===== src/design/cpf_pkg.sv =====
`timescale 1ns / 1ps

package cpf_pkg;

   localparam int TILE_ATOMS = 32;

   localparam int POS_W   = 24;
   localparam int DIFF_W  = POS_W + 2;
   localparam int WIDE_W  = POS_W + 3;
   localparam int SQ_W    = 2 * DIFF_W - 2;
   localparam int ACC_W   = SQ_W + 2;
   localparam int CUT_W   = 48;
   localparam int EXCL_W  = 16;
   localparam int ID_W    = 5;
   localparam int COUNT_W = 10;
   localparam int CSR_IDX_W  = 3;
   localparam int CSR_DATA_W = 48;

   localparam logic [POS_W-1:0]   BOX_RESET     = '1;
   localparam logic [CUT_W-1:0]   CUTOFF_RESET  = '0;
   localparam logic [EXCL_W-1:0]  EXCLUDE_RESET = 16'd43;
   localparam logic [COUNT_W-1:0] COUNT_MAX     = '1;

   typedef enum logic [1:0] {
      CMD_LOAD  = 2'd0,
      CMD_PROBE = 2'd1,
      CMD_CLEAR = 2'd2
   } cmd_type;

   typedef enum logic [CSR_IDX_W-1:0] {
      CSR_BOX_X     = 3'd0,
      CSR_BOX_Y     = 3'd1,
      CSR_BOX_Z     = 3'd2,
      CSR_CUTOFF    = 3'd3,
      CSR_EXCLUDE   = 3'd4,
      CSR_SAME_TILE = 3'd5
   } csr_index_type;

   typedef enum logic [2:0] {
      S_IDLE,
      S_SCAN,
      S_AXIS,
      S_TEST,
      S_SUMMARY
   } state_type;

   typedef struct packed {
      logic [1:0]       cmd;
      logic [ID_W-1:0]  probe_index;
      logic [POS_W-1:0] pos_x;
      logic [POS_W-1:0] pos_y;
      logic [POS_W-1:0] pos_z;
   } req_payload_type;

   typedef struct packed {
      logic [ID_W-1:0]    probe_id;
      logic [ID_W-1:0]    neighbor_index;
      logic               hit;
      logic               last;
      logic [COUNT_W-1:0] pair_count;
   } rsp_payload_type;

   typedef struct packed {
      logic [POS_W-1:0] x;
      logic [POS_W-1:0] y;
      logic [POS_W-1:0] z;
   } atom_pos_type;

   typedef struct packed {
      logic fold_en;
      logic square_en;
   } axis_ctrl_type;

endpackage


===== src/design/cpf_axis_unit.sv =====
`timescale 1ns / 1ps

module cpf_axis_unit (
   input  logic                           clock,
   input  cpf_pkg::axis_ctrl_type         ctrl,
   input  logic [cpf_pkg::POS_W-1:0]      probe_pos,
   input  logic [cpf_pkg::POS_W-1:0]      nbr_pos,
   input  logic [cpf_pkg::POS_W-1:0]      box_len,
   output logic [cpf_pkg::SQ_W-1:0]       square
);

   logic signed [cpf_pkg::WIDE_W-1:0]   diff;
   logic signed [cpf_pkg::WIDE_W-1:0]   diff2;
   logic signed [cpf_pkg::WIDE_W-1:0]   box_s;
   logic signed [cpf_pkg::WIDE_W-1:0]   folded;
   logic signed [cpf_pkg::DIFF_W-1:0]   d_ff;
   logic signed [cpf_pkg::DIFF_W-1:0]   d_in;
   logic signed [2*cpf_pkg::DIFF_W-1:0] prod;
   logic [cpf_pkg::SQ_W-1:0]            sq_ff;
   logic [cpf_pkg::SQ_W-1:0]            sq_in;

   always_comb begin
      diff  = $signed({3'b000, probe_pos}) - $signed({3'b000, nbr_pos});
      box_s = $signed({3'b000, box_len});
      diff2 = diff <<< 1;
      if (diff2 >= box_s) begin
         folded = diff - box_s;
      end else if (diff2 <= -box_s) begin
         folded = diff + box_s;
      end else begin
         folded = diff;
      end
      d_in  = folded[cpf_pkg::DIFF_W-1:0];
      prod  = d_ff * d_ff;
      sq_in = prod[cpf_pkg::SQ_W-1:0];
   end

   always_ff @(posedge clock) begin
      if (ctrl.fold_en) begin
         d_ff <= d_in;
      end
      if (ctrl.square_en) begin
         sq_ff <= sq_in;
      end
   end

   assign square = sq_ff;

endmodule


===== config.mk =====
export PLATFORM = sky130hd
export DESIGN_NAME = cpf_axis_unit
export DESIGN_NICKNAME = d
export VERILOG_FILES = /design/src/design/cpf_pkg.sv /design/src/design/cpf_axis_unit.sv
export SDC_FILE = /design/constraint.sdc
export NUM_CORES = 2
export LEC_CHECK = 0
export BUFFER_PORTS_ARGS = -buffer_cell sky130_fd_sc_hd__buf_2
export CORE_ASPECT_RATIO = 1.1
export CORE_MARGIN = 5
export CORE_UTILIZATION = 55
export CTS_CLUSTER_SIZE = 20
export DETAILED_ROUTE_END_ITERATION = 6
export PLACE_DENSITY = 0.82
export SYNTH_ARGS = -nofsm -noshare
export SYNTH_HDL_FRONTEND = slang
export SYNTH_SLANG_ARGS = --single-unit

===== constraint.sdc =====
create_clock -name clock -period 7.1 [get_ports clock]
set_input_delay 1.065 -clock clock [delete_from_list [all_inputs] [get_ports clock]]
set_output_delay 1.065 -clock clock [all_outputs]
set_load 0.005 [all_outputs]

==> reports/metrics.yaml <==
drt:
  ant_nets: 0
  postRouteWirelength_um: 75500
  routed-via-count: 22800
  drtPass1Iterations: 6
  wl_per_cell_um: 18.2
  vias_per_cell: 5.50
  drc_errors: 0
  drt-initial-drc-count: 1355
floorplanning:
  rows: 88
  fp.dieArea_sq_mm: 0.0577
  start_util_pct: 55.5
  core_sq_mm: 0.0525
  fp.dieH_um: 252
  io_pins: 125
  die_w_um: 230
critical_path:
  r2r-end: "square[48]$_DFFE_PP_"
  crit_top_cell: "fa_1"
  critPathSlowestCell: "fa_1"
  path_max_fanout: 6
  path_delay_family: "adder cells"
  endpoint_kind: "flop"
  start_kind: "flop"
  regToRegSetupSlack_ns: -0.1
  path_class: "reg2reg"
  cp.required_ns: 7.24
  reg2reg_depth: 27
  path_buf_inv: 8
  r2r-start: "d_ff[5]$_DFFE_PP_"
  arrival_ns: 7.34
  crit_path_max_incr_delay_ns: 0.61
min_path:
  hold_depth: 1
  hp-class: "reg2reg"
  min_to: "square[0]$_DFFE_PP_"
  worstHoldStart: "d_ff[0]$_DFFE_PP_"
grt:
  grt_overflow_total: 0
  grt_usage_pct: 26.0
  antenna_found_initial: 3
  grt_pass1_wl_um: 122000
  grt_start_max_net_pins: 50
  first_global_vias: 24600
layout:
  multi_input_area_sq_mm: 0.0241
  syn2layout_area_growth_pct: 15.8
  final_util_pct: 64.3
  nets: 4451
  regArea_sq_mm: 0.00225
  drive_above_1_share_pct: 16.9
  fin_area_sq_mm: 0.0338
  n_fill_cell: 3827
placement:
  pre_cts_ws_ns: -0.666
  dpl.hpwl_um: 61900
  gp_congestion: 0.929
  portBuffers: 123
  placed_area_sq_mm: 0.0322
synthesis:
  synth-main-ff-cell: "edfxtp_1"
  ys_seq_area_share_pct: 7.72
  syn_area_sq_mm: 0.0292
  syn_inst: 3126
  synth_nets: 4115
  synth_area_per_cell_sq_um: 9.33
  synth_edf_count: 75
  synthDistinctLibCells: 72
  synth_warnings: 0
  ys_ff_latch: 75
  async_flop_share_pct: 0
clock_network:
  htree_levels: 3
  insertion_delay_ns: 0.39
  tritoncts: "done"
  cts_sinks: 75
  cts.path.max_buffers: 2
  clock-root-buffer: "clkbuf_16"
  clkTransAtPathRegs_ns: 0.07
  cts_buffers: 9
sta:
  fin_crit_sh_pct: 101
  setup_viol: 5
  finalCriticalPeriod_ns: 7.20
  worst_pin_slew_ns: 0.702
  slew_viol_final: 0
  grt_setup_unrepaired: "true"
  max-slew-margin-rel_pct: 52.0
  whs_ns: 0.870
  fmax_mhz: 139
  worst_slack_ns: -0.0972
  final-hold-violation-count: 0
  clock_skew_ns: 0.0150
status:
  violations: "negative setup slack"
  outcome: "finished, violations left"
job:
  drv_cap: 0
## cells in the final DEF, fill, tap and decap left out, types with 14 or more instances in the layout
master / netlist / final
inv_1: 846 / 829
fa_1: 644 / 620
ha_1: 270 / 252
buf_4: 2 / 237
nand2_1: 234 / 219
and2_1: 144 / 123
buf_2: 4 / 123
a21oi_1: 132 / 120
nor2_1: 112 / 102
xnor2_1: 85 / 85
edfxtp_1: 75 / 75
o21ai_0: 68 / 61
a21o_1: 55 / 55
nor2b_1: 40 / 40
buf_6: 2 / 30
o21a_1: 25 / 25
o21bai_1: 25 / 24
fa_2: 0 / 24
xor2_1: 22 / 22
and2_4: 0 / 21
nand3_1: 22 / 20
nand2b_1: 19 / 18
nor3_1: 21 / 18
inv_2: 1 / 17
ha_4: 0 / 16
nand4_1: 14 / 14
## layer usage
layer | track usage (%) | vias to the layer above | wire length (um)
met2 | 45.4 | 910 | 38400
met5 | 0 | - | 7
li1 | - | 10300 | -
met4 | 10.7 | 2 | 3660
met1 | 32.8 | 11400 | 28600
met3 | 3.56 | 241 | 4840
## final cells by class
class	count	share of cell area, %
inverters	847	9.43
diodes	2	0.0148
clock inverters	6	0.333
multi-input cells	2123	71.4
clock buffers	10	0.678
well taps	675	2.50
repair buffers	406	8.97
flip-flops and latches	75	6.67
## registers in the layout (all words and copies together) (netlist names)
register	flops
d_ff	26
square	49
## Yosys cell counts (11+ instances only)
master | n | area share, %
a211oi_1 | 14 | 0.36
a21o_1 | 55 | 1.4
a21oi_1 | 132 | 2.3
a31oi_1 | 11 | 0.24
and2_1 | 144 | 3.1
and3_1 | 11 | 0.24
clkbuf_1 | 73 | 0.94
edfxtp_1 | 75 | 7.7
fa_1 | 644 | 44
ha_1 | 270 | 12
inv_1 | 846 | 11
nand2_1 | 234 | 3.0
nand2b_1 | 19 | 0.41
nand3_1 | 22 | 0.38
nand4_1 | 14 | 0.30
nor2_1 | 112 | 1.4
nor2b_1 | 40 | 0.86
nor3_1 | 21 | 0.36
o21a_1 | 25 | 0.64
o21ai_0 | 68 | 1.2
o21bai_1 | 25 | 0.64
o221ai_1 | 12 | 0.36
xnor2_1 | 85 | 2.6
xor2_1 | 22 | 0.66
## worst max path at each step
stage / start / to / slack [ns] / cells after the start
floorplan: d_ff[25]$_DFFE_PP_ / square[45]$_DFFE_PP_ / 0.04 / 23
global placement: d_ff[14]$_DFFE_PP_ / square[45]$_DFFE_PP_ / -0.53 / 25
detailed placement: d_ff[2]$_DFFE_PP_ / square[45]$_DFFE_PP_ / -0.67 / 24
CTS: d_ff[10]$_DFFE_PP_ / square[48]$_DFFE_PP_ / -0.15 / 28
global route: d_ff[5]$_DFFE_PP_ / square[48]$_DFFE_PP_ / -0.37 / 27
finish: d_ff[5]$_DFFE_PP_ / square[48]$_DFFE_PP_ / -0.1 / 27
## cells by family after synthesis
family | count (synthesis) | synth area share [%]
xor+xnor | 107 | 3.21
simple gates | 651 | 10.9
other cells | 1 | 0.0129
fa+ha+maj | 914 | 55.8
mux | 2 | 0.0686
compound gates | 448 | 10.3
flops | 75 | 7.72
buf+inv | 928 | 12.0
## worst register-to-register path, cell delays in order, from the launching register on
cell	delay, ns
edfxtp_1	0.47
buf_6	0.18
buf_4	0.14
nand2_1	0.10
fa_1	0.61
inv_1	0.08
fa_1	0.49
inv_1	0.06
fa_1	0.52
fa_1	0.52
inv_1	0.05
fa_1	0.49
fa_1	0.51
inv_1	0.05
fa_1	0.48
inv_1	0.06
ha_4	0.29
o21ai_2	0.06
a21oi_2	0.16
o211ai_1	0.11
a31oi_1	0.16
buf_4	0.17
or3_4	0.14
a31oi_4	0.10
o31ai_4	0.32
nand4b_1	0.20
a311o_1	0.32
xnor2_1	0.13
## through the flow
stage                     TNS [ns]  std cells
after floorplan                  0       3126
after global placement       -2.24       4075
after detailed placement     -3.80       4075
after CTS                   -0.421       4111
after global routing         -2.81       4144
final                       -0.221       4144
## repair_timing
| item | 4_1_cts | 5_1_grt |
|---|---|---|
| cloned | 1 | 1 |
| gates resized for setup | 64 | 148 |
| pin swaps | 28 | 125 |
| setup buffers | 19 | 32 |
| hold buffers | 0 | 0 |
| setup endpoints to repair | 14 | 18 |
Power is left out: the tool's default activity adds up to more than one toggle a clock period on the data nets, which glitch-free logic cannot reach.
